===== src/hdl/deq_pkg.sv =====
// Shared types and operation codes for the double-ended queue.
package deq_pkg;

    typedef enum logic [2:0] {
        OP_PUSH_FRONT = 3'd0,
        OP_PUSH_BACK  = 3'd1,
        OP_POP_FRONT  = 3'd2,
        OP_POP_BACK   = 3'd3,
        OP_CLEAR      = 3'd4
    } deq_op_t;

    localparam int unsigned VALUE_W = 32;

    // Access strobes from the pointer control to the ring storage.
    typedef struct packed {
        logic wr_en;
        logic rd_en;
    } deq_mem_ctl_t;

endpackage


===== src/hdl/deq_if.sv =====
// Handshake channels for command words and response words.
interface deq_cmd_if;
    logic               valid;
    logic               ready;
    logic [2:0]         op;
    logic signed [31:0] value;

    modport source (output valid, output op, output value, input ready);
    modport sink   (input valid, input op, input value, output ready);
endinterface

interface deq_rsp_if;
    logic               valid;
    logic               ready;
    logic signed [31:0] popped_value;
    logic               ok;

    modport source (output valid, output popped_value, output ok, input ready);
    modport sink   (input valid, input popped_value, input ok, output ready);
endinterface


===== src/hdl/deq_mem.sv =====
// Ring storage: one write port and one read port with registered read data.
module deq_mem
    import deq_pkg::*;
#(
    parameter int unsigned DEPTH = 16,
    parameter int unsigned AW    = 4
)
(
    input  logic                      clk,
    input  deq_mem_ctl_t              ctl,
    input  logic [AW-1:0]             waddr,
    input  logic signed [VALUE_W-1:0] wdata,
    input  logic [AW-1:0]             raddr,
    output logic signed [VALUE_W-1:0] rdata
);

    logic signed [VALUE_W-1:0] entries_reg [DEPTH];
    logic signed [VALUE_W-1:0] rdata_reg;

    always_ff @(posedge clk)
    begin
        if (ctl.wr_en)
        begin
            entries_reg[waddr] <= wdata;
        end
    end

    always_ff @(posedge clk)
    begin
        if (ctl.rd_en)
        begin
            rdata_reg <= entries_reg[raddr];
        end
    end

    assign rdata = rdata_reg;

endmodule


===== src/hdl/deq_ctrl.sv =====
// Head, tail and count control, command decode and the response register.
module deq_ctrl
    import deq_pkg::*;
#(
    parameter int unsigned DEPTH = 16,
    parameter int unsigned AW    = 4,
    parameter int unsigned CW    = 5
)
(
    input  logic                      clk,
    input  logic                      rst_n,
    deq_cmd_if.sink                   cmd,
    deq_rsp_if.source                 rsp,
    output deq_mem_ctl_t              mem_ctl,
    output logic [AW-1:0]             mem_waddr,
    output logic signed [VALUE_W-1:0] mem_wdata,
    output logic [AW-1:0]             mem_raddr,
    input  logic signed [VALUE_W-1:0] mem_rdata
);

    localparam logic [AW-1:0] LAST_IDX = AW'(DEPTH - 1);
    localparam logic [CW-1:0] FULL_CNT = CW'(DEPTH);

    function automatic logic [AW-1:0] ring_next(input logic [AW-1:0] idx);
        return (idx == LAST_IDX) ? '0 : idx + AW'(1);
    endfunction

    function automatic logic [AW-1:0] ring_prev(input logic [AW-1:0] idx);
        return (idx == '0) ? LAST_IDX : idx - AW'(1);
    endfunction

    logic [AW-1:0] head_reg, head_next;
    logic [AW-1:0] tail_reg, tail_next;
    logic [CW-1:0] count_reg, count_next;
    logic          out_valid_reg;
    logic          ok_reg, ok_next;
    logic          pop_reg, pop_next;
    logic          accept;
    logic          full;
    logic          empty;
    deq_op_t       op_dec;

    assign cmd.ready = !out_valid_reg || rsp.ready;
    assign accept    = cmd.valid && cmd.ready;
    assign full      = (count_reg == FULL_CNT);
    assign empty     = (count_reg == '0);
    assign op_dec    = deq_op_t'(cmd.op);
    assign mem_wdata = cmd.value;

    always_comb
    begin
        head_next      = head_reg;
        tail_next      = tail_reg;
        count_next     = count_reg;
        ok_next        = 1'b0;
        pop_next       = 1'b0;
        mem_ctl.wr_en  = 1'b0;
        mem_ctl.rd_en  = 1'b0;
        mem_waddr      = tail_reg;
        mem_raddr      = head_reg;
        case (op_dec)
            OP_PUSH_FRONT:
            begin
                mem_waddr = ring_prev(head_reg);
                if (!full)
                begin
                    head_next     = ring_prev(head_reg);
                    count_next    = count_reg + CW'(1);
                    ok_next       = 1'b1;
                    mem_ctl.wr_en = accept;
                end
            end
            OP_PUSH_BACK:
            begin
                mem_waddr = tail_reg;
                if (!full)
                begin
                    tail_next     = ring_next(tail_reg);
                    count_next    = count_reg + CW'(1);
                    ok_next       = 1'b1;
                    mem_ctl.wr_en = accept;
                end
            end
            OP_POP_FRONT:
            begin
                mem_raddr = head_reg;
                if (!empty)
                begin
                    head_next     = ring_next(head_reg);
                    count_next    = count_reg - CW'(1);
                    ok_next       = 1'b1;
                    pop_next      = 1'b1;
                    mem_ctl.rd_en = accept;
                end
            end
            OP_POP_BACK:
            begin
                mem_raddr = ring_prev(tail_reg);
                if (!empty)
                begin
                    tail_next     = ring_prev(tail_reg);
                    count_next    = count_reg - CW'(1);
                    ok_next       = 1'b1;
                    pop_next      = 1'b1;
                    mem_ctl.rd_en = accept;
                end
            end
            OP_CLEAR:
            begin
                head_next  = '0;
                tail_next  = '0;
                count_next = '0;
                ok_next    = 1'b1;
            end
            default:
            begin
                ok_next = 1'b0;
            end
        endcase
    end

    always_ff @(posedge clk or negedge rst_n)
    begin
        if (!rst_n)
        begin
            head_reg      <= '0;
            tail_reg      <= '0;
            count_reg     <= '0;
            out_valid_reg <= 1'b0;
        end
        else
        begin
            if (accept)
            begin
                head_reg  <= head_next;
                tail_reg  <= tail_next;
                count_reg <= count_next;
            end
            if (accept)
            begin
                out_valid_reg <= 1'b1;
            end
            else if (rsp.ready)
            begin
                out_valid_reg <= 1'b0;
            end
        end
    end

    always_ff @(posedge clk)
    begin
        if (accept)
        begin
            ok_reg  <= ok_next;
            pop_reg <= pop_next;
        end
    end

    // The read data register only loads on an accepted pop, so it holds while stalled.
    assign rsp.valid        = out_valid_reg;
    assign rsp.ok           = ok_reg;
    assign rsp.popped_value = pop_reg ? mem_rdata : '0;

    // The tail must always sit count entries past the head, modulo the depth.
    logic [CW:0] chk_sum;
    logic [CW:0] chk_wrap;
    assign chk_sum  = (CW+1)'(head_reg) + (CW+1)'(count_reg);
    assign chk_wrap = (chk_sum >= (CW+1)'(DEPTH)) ? chk_sum - (CW+1)'(DEPTH) : chk_sum;

    a_count_bound: assert property (@(posedge clk) disable iff (!rst_n)
        count_reg <= FULL_CNT)
        else $error("occupancy count exceeds the depth");

    a_ring_consistent: assert property (@(posedge clk) disable iff (!rst_n)
        chk_wrap[AW-1:0] == tail_reg)
        else $error("head, tail and count disagree");

    a_single_access: assert property (@(posedge clk) disable iff (!rst_n)
        !(mem_ctl.wr_en && mem_ctl.rd_en))
        else $error("storage read and written by one word");

    a_no_overrun: assert property (@(posedge clk) disable iff (!rst_n)
        (out_valid_reg && !rsp.ready) |-> !accept)
        else $error("command taken while response is stalled");

    a_access_needs_accept: assert property (@(posedge clk) disable iff (!rst_n)
        (mem_ctl.wr_en || mem_ctl.rd_en) |-> accept)
        else $error("storage access without an accepted command");

endmodule


===== src/hdl/double_ended_queue_top.sv =====
// Top level of the double-ended queue: ring storage plus pointer control.
// A double-ended queue of DEPTH signed 32-bit words held in a ring memory with
// head and tail pointers and an occupancy count. Every command word yields
// exactly one response word, in the cycle after it is accepted, together with
// the registered read of the ring memory, which a pop needs for its data.
// One command is accepted per cycle: the response register is one deep, and a
// new command is taken in any cycle where that register is empty or its word
// is being taken. A push on a full queue or a pop on an empty one answers with
// ok low and leaves the queue unchanged; clear answers with ok high.
module double_ended_queue_top
    import deq_pkg::*;
#(
    parameter int unsigned DEPTH = 16
)
(
    input  logic      clk,
    input  logic      rst_n,
    deq_cmd_if.sink   cmd,
    deq_rsp_if.source rsp
);

    localparam int unsigned AW = (DEPTH > 1) ? $clog2(DEPTH) : 1;
    localparam int unsigned CW = $clog2(DEPTH + 1);

    deq_mem_ctl_t              mem_ctl;
    logic [AW-1:0]             mem_waddr;
    logic [AW-1:0]             mem_raddr;
    logic signed [VALUE_W-1:0] mem_wdata;
    logic signed [VALUE_W-1:0] mem_rdata;

    deq_ctrl #(
        .DEPTH (DEPTH),
        .AW    (AW),
        .CW    (CW)
    ) u_ctrl (
        .clk       (clk),
        .rst_n     (rst_n),
        .cmd       (cmd),
        .rsp       (rsp),
        .mem_ctl   (mem_ctl),
        .mem_waddr (mem_waddr),
        .mem_wdata (mem_wdata),
        .mem_raddr (mem_raddr),
        .mem_rdata (mem_rdata)
    );

    deq_mem #(
        .DEPTH (DEPTH),
        .AW    (AW)
    ) u_mem (
        .clk   (clk),
        .ctl   (mem_ctl),
        .waddr (mem_waddr),
        .wdata (mem_wdata),
        .raddr (mem_raddr),
        .rdata (mem_rdata)
    );

endmodule

===== src/flat_wrapper.sv =====
// flat-port wrapper written by rule: the top's interface ports become plain ports
module double_ended_queue_top_flat import deq_pkg::*;
#(
    parameter int unsigned DEPTH = 16
)
  (clk, rst_n, cmd_valid, cmd_op, cmd_value, cmd_ready, rsp_valid, rsp_popped_value, rsp_ok, rsp_ready);
  deq_cmd_if cmd_i ();
  deq_rsp_if rsp_i ();
  input  logic clk;
  input  logic rst_n;
  input wire logic [$bits(cmd_i.valid)-1:0] cmd_valid;
  input wire logic [$bits(cmd_i.op)-1:0] cmd_op;
  input wire logic [$bits(cmd_i.value)-1:0] cmd_value;
  output wire logic [$bits(cmd_i.ready)-1:0] cmd_ready;
  output wire logic [$bits(rsp_i.valid)-1:0] rsp_valid;
  output wire logic [$bits(rsp_i.popped_value)-1:0] rsp_popped_value;
  output wire logic [$bits(rsp_i.ok)-1:0] rsp_ok;
  input wire logic [$bits(rsp_i.ready)-1:0] rsp_ready;
  assign cmd_i.valid = cmd_valid;
  assign cmd_i.op = cmd_op;
  assign cmd_i.value = cmd_value;
  assign cmd_ready = cmd_i.ready;
  assign rsp_valid = rsp_i.valid;
  assign rsp_popped_value = rsp_i.popped_value;
  assign rsp_ok = rsp_i.ok;
  assign rsp_i.ready = rsp_ready;
  double_ended_queue_top #(.DEPTH(DEPTH)) u_core (.clk(clk), .rst_n(rst_n), .cmd(cmd_i), .rsp(rsp_i));
endmodule

===== config.mk =====
export PLATFORM = sky130hd
export DESIGN_NAME = double_ended_queue_top_flat
export DESIGN_NICKNAME = d
export VERILOG_FILES = /design/src/hdl/deq_pkg.sv /design/src/hdl/deq_if.sv /design/src/hdl/deq_mem.sv /design/src/hdl/deq_ctrl.sv /design/src/hdl/double_ended_queue_top.sv /design/src/flat_wrapper.sv
export SDC_FILE = /design/constraint.sdc
export NUM_CORES = 1
export LEC_CHECK = 0
export ABC_AREA = 1
export BUFFER_PORTS_ARGS = -buffer_cell sky130_fd_sc_hd__buf_2
export CORE_MARGIN = 2
export CORE_UTILIZATION = 56
export DETAILED_ROUTE_END_ITERATION = 10
export PLACE_DENSITY = 0.72
export SYNTH_ARGS = -nofsm -noshare
export SYNTH_HDL_FRONTEND = slang
export SYNTH_HIERARCHICAL = 1
export SYNTH_SLANG_ARGS = --single-unit

===== constraint.sdc =====
create_clock -name clk -period 3.97 [get_ports clk]
set_clock_uncertainty 0.15 [all_clocks]
set_input_delay 0.1985 -clock clk [delete_from_list [all_inputs] [get_ports clk]]
set_output_delay 0.1985 -clock clk [all_outputs]
set_load 0.03 [all_outputs]

Yosys cells after proc, flatten, opt, wreduce, memory -nomap -nowiden --
Memory sizes are Yosys's and may differ from the RTL's. A register that Yosys moved wholly into a read port is not among the register bits. Cells that the tools add are included.
Storage, ports and cells: bits in registers 16, memories kept 1, logic and storage cells 69, output and inout bits 35, bits in writable memories 512
Operators by class: add/sub/neg operators 6, equal/unequal tests 13, muxes and demuxes 27, reduce and logical (&&, ||, !) cells 16
Memories:
- u_core.u_mem.entries_reg | words 16, width 32, rd ports 1, clocked after memory_dff 1, wr ports 1, line deq_mem.sv:17 | logic signed [VALUE_W-1:0] entries_reg [DEPTH];
Operators by type and width (number):
- 4-bit two-way mux | 10
- 32-bit two-way mux | 1
- 4-bit one-hot mux with 3 select lines | 2
- 5-bit one-hot mux with 3 select lines | 1
- 2-bit != test, second input constant | 6
- 4-bit AND reduction | 3
- 1-bit two-way mux | 10
- 5-bit two-way mux | 2
- 3-bit nonzero test | 3
- 4-bit by 1-bit adder with 4-bit output, second input constant | 2
- 4-bit equality test, second input constant | 2
- 4-bit zero test | 2
- 4-bit by 1-bit subtractor with 4-bit output, second input constant | 2
- 3-bit by 2-bit equality test with 1-bit output, second input constant | 2
- 5-bit by 1-bit adder with 5-bit output, second input constant | 1
- 5-bit equality test, second input constant | 1
- 5-bit zero test | 1
- 5-bit by 1-bit subtractor with 5-bit output, second input constant | 1
- 2-bit OR reduction | 2
- 3-bit by 1-bit equality test with 1-bit output, second input constant | 1
- 3-bit equality test, second input constant | 1
- 3-bit zero test | 1
- 1-bit one-hot mux with 3 select lines | 1
- 2-bit nonzero test | 1
- 3 further kinds | 3

Logic depth before layout (Yosys ltp) --
depth in word-level cells 7, gate-level depth with buffers 16, gate-level depth less buffers 14

By module --
Netlist, hierarchy kept.
Modules (own cells, without submodules):
- deq_mem | cells each 2120, area each 23050.9 um^2, instances 1, sequential area each 16335.7 um^2
- deq_ctrl | cells each 296, area each 1806.7 um^2, instances 1, sequential area each 410.4 um^2

Least setup slack after synthesis --
Ideal clock, no wire load.
path kind register to register, start reg u_core.u_ctrl.head_reg[0], end mem u_core.u_mem.entries_reg[12][0] (enable), period minus slack after synthesis 3.301 ns, setup slack 0.669 ns, cell stages (with the launch flop) 9, arrival time 2.730 ns, library setup time 0.421 ns, cells stage by stage dfrtp_1 inv_1 ha_1 nand2_1 nand3_1 o21ai_0 o21ai_0 nand3_1 nor2_1
Between the ends: cells in the longest elaborated chain, start to end 3, elaborated cells between the ends (all ways) 4, classes of those cells 1 x add/sub; 2 x mux; 1 x reduce/logical
RTL lines:
- start, declared | line deq_ctrl.sv:32 | logic [AW-1:0] head_reg, head_next;
- start signal, assigned | line deq_ctrl.sv:135 | head_reg <= head_next;
- 4-bit by 1-bit subtractor with 4-bit output or 4-bit zero test (tied branches) | line deq_ctrl.sv:29 | return (idx == '0) ? LAST_IDX : idx - AW'(1);
- 4-bit two-way mux * | line deq_ctrl.sv:29
- 4-bit two-way mux * | line deq_ctrl.sv:61 | case (op_dec)
- named net u_core.mem_waddr[3] | line double_ended_queue_top.sv:26 | logic [AW-1:0] mem_waddr;
- end, declared | line deq_mem.sv:17
Mark *: on every way through the listed nets, which the timed path passes. The rest lies on a longest branch.

Worst setup path after layout --
Ends and elaborated chain as after synthesis.

==> results.py <==
metrics = {
    "worst_setup_path": {
        "startpoint_type": "flip-flop",
        "reg2regPathDepth": 9,
        "cp.arrival_ps": 3320,
        "cpPeakStageDelay_ps": 580,
        "worstSetupPathType": "reg -> reg",
        "reg2reg_to": "u_core/u_mem/entries_reg[12][0]$_DFFE_PP_",
        "r2r_setup_slack_ps": 800,
        "crit_path_end": "u_core/u_mem/entries_reg[12][0]$_DFFE_PP_",
        "worstSetupEndpointType": "flip-flop",
        "reg2reg_from": "u_core/u_ctrl/head_reg[0]$_DFFE_PN0P_",
        "crit_required_ps": 4120,
        "cp_num_cells": 9,
        "critPathLaunch": "u_core/u_ctrl/head_reg[0]$_DFFE_PN0P_",
        "slowest_stage": "nor2_4",
        "crit_family": "simple AND/OR/NAND/NOR gates",
        "critPathMaxFanout": 12,
        "worstPathCellList": "inv_1, ha_1, nand2_1, nand3_1, o21ai_0, o21ai_0, nand3_1, nor2_4, buf_4",
        "path_buf_inv": 2,
    },
    "routing": {
        "ant_nets": 0,
        "postRouteWirelength_mm": 57.6,
        "drtIter0Drc": 1697,
        "via_per_inst": 5.35,
        "wl_per_cell_um": 18.5,
        "first_pass_iters": 5,
        "vias": 16700,
        "drc_errors": 0,
    },
    "global_routing": {
        "grt_overflow": 0,
        "antenna_found_initial": 1,
        "gr-usage-all-layers_pct": 25.3,
        "grt_pass1_wl_mm": 90.1,
        "grt_pass1_vias": 16300,
        "grt_max_degree": 144,
    },
    "synth": {
        "syn_nets": 2465,
        "synth_area_per_cell_um2": 10.3,
        "async_reset_ff_share_pct": 2.50,
        "netlist_area_mm2": 0.0249,
        "synth.yosys.seq_area_share_pct": 67.4,
        "yosysWarnings": 6,
        "ys_types": 31,
        "synth-seq-cells": 560,
        "synth_ff_type": "edfxtp_1",
        "synth_edf_count": 546,
        "synthCells": 2416,
    },
    "final_layout": {
        "largest_register_ffs": 512,
        "final_cell_mix": "763 x nand2_1, 546 x edfxtp_1, 452 x inv_1, 406 x nand3_1, 73 x buf_2",
        "fin_util_pct": 63.1,
        "nets": 2535,
        "final_common_cell": "nand2_1",
        "drive_gt1_share_pct": 8.37,
        "area_growth_syn_to_layout_pct": 11.8,
    },
    "placed_design": {
        "dp_hpwl_mm": 29.7,
        "place.gp.congestion": 0.805,
        "io_buffers": 73,
        "dp_slack_ps": 852,
    },
    "timing": {
        "hold_viol_final": 0,
        "finalSetupTns_ps": 0,
        "slew_violations": 0,
        "fin_crit_sh_pct": 80.0,
        "worst_slew_pin_slew_ps": 1030,
        "setup_viol": 0,
        "rsz0062_at_grt": "false",
        "worst_slack_ps": 795,
        "max-slew-margin-rel_pct": 31.1,
        "whs_ps": 47.2,
        "period_needed_ps": 3170,
        "fmaxAchievable_mhz": 315,
    },
    "floorplan": {
        "die_w_um": 215,
        "ios": 74,
        "dieArea_mm2": 0.0461,
        "fp-row-count": 77,
        "core_mm2": 0.0440,
        "start_util_pct": 56.5,
        "die_h_um": 215,
    },
    "outcome": {
        "status": "completed",
    },
    "cts": {
        "cts_buffers": 55,
        "h-tree-depth": 2,
        "cts_resized": 0,
        "path_clk_slew_ps": 60,
        "cts_tree": "built",
        "clk_latency_ps": 590,
        "cts-root-buf": "clkbuf_16",
        "clock-sinks": 560,
        "clockBufferDepth": 3,
    },
    "power": {
        "pwr_density_cell_mw_per_mm2": 621,
        "p_leak_nw": 12.1,
        "p_total_mw": 17.3,
        "ir_drop_uv": 601,
    },
    "hold_path": {
        "worst_hold_startpoint": "cmd_op[0]",
        "hp-class": "in -> reg",
    },
    "run": {
        "cap_violations": 0,
    },
}
## through the flow
| step | cell area, um2 | cells |
|---|---|---|
| floorplan | 24900 | 2416 |
| global placement | 25700 | 2981 |
| detailed placement | 25700 | 2981 |
| CTS | 27800 | 3113 |
| global route | 27800 | 3114 |
| finish | 27800 | 3115 |
## layer usage
layer	GRT usage (%)	wire length [um]	vias to the layer above
met2	42.0	27800	735
li1	-	-	7875
met4	8.13	1420	0
met3	4.87	5130	111
met5	0	0	-
met1	33.8	23200	7958
## worst min path at each step
stage               slack (ps)  depth (start not counted)                                     end
floorplan                 -250                          0  u_core/u_ctrl/count_reg[0]$_DFFE_PN0P_
global placement           -30                          1     u_core/u_ctrl/rsp.valid$_DFFE_PN0P_
detailed placement         -30                          1     u_core/u_ctrl/rsp.valid$_DFFE_PN0P_
CTS                         20                          4   u_core/u_ctrl/tail_reg[1]$_DFFE_PN0P_
global route                80                          4   u_core/u_ctrl/tail_reg[1]$_DFFE_PN0P_
finish                      50                          4   u_core/u_ctrl/tail_reg[1]$_DFFE_PN0P_
## cells in the mapped netlist, types with 6 or more instances
| library cell | n | area, um2 |
|---|---|---|
| a21oi_1 | 6 | 30.0 |
| buf_1 | 14 | 52.6 |
| buf_2 | 41 | 205 |
| buf_4 | 38 | 285 |
| buf_6 | 29 | 327 |
| clkbuf_1 | 17 | 63.8 |
| dfrtp_1 | 14 | 350 |
| edfxtp_1 | 546 | 16400 |
| ha_1 | 10 | 125 |
| inv_1 | 454 | 1700 |
| nand2_1 | 763 | 2860 |
| nand3_1 | 406 | 2030 |
| nor2_1 | 27 | 101 |
| o21ai_0 | 25 | 125 |
## final cells by class
class | count | area, um2
tap | 592 | 741
multi-input combinational | 1259 | 5610
sequential | 560 | 16700
fill | 3385 | 16200
antenna | 2 | 5.00
inverter | 457 | 1720
timing repair buffer | 153 | 1250
clock inverter | 22 | 282
clock buffer | 70 | 1430
## worst register-to-register path: stages, from the launching register on
cell and delay, ps:
dfrtp_1 420, inv_1 210, ha_1 200, nand2_1 60, nand3_1 80, o21ai_0 120
o21ai_0 370, nand3_1 400, nor2_4 580, buf_4 300
## where the power goes
part	switching [mW]	total, mW	internal, mW
Sequential	0.0959	6.89	6.79
Combinational	3.74	5.30	1.56
Clock	2.09	5.06	2.98
Total	5.92	17.3	11.3
## logic make-up (layout without fill, tap and decap cells)
logic type,count (synthesis),after routing,share of synthesized area (%)
and+or+nand+nor,1207,1207,20.4
buffers and inverters,597,702,10.7
AOI/OAI and AO/OA,38,38,0.795
other,0,2,0
adders and majority gates,10,10,0.503
DFF,560,560,67.4
xor gates and xnor gates,4,4,0.141
## repair_timing
item                      CTS  global route
setup buffers               0             0
hold endpoints to repair  536             0
hold buffers               40             0
No activity file was read; power rests on OpenSTA's default activity.
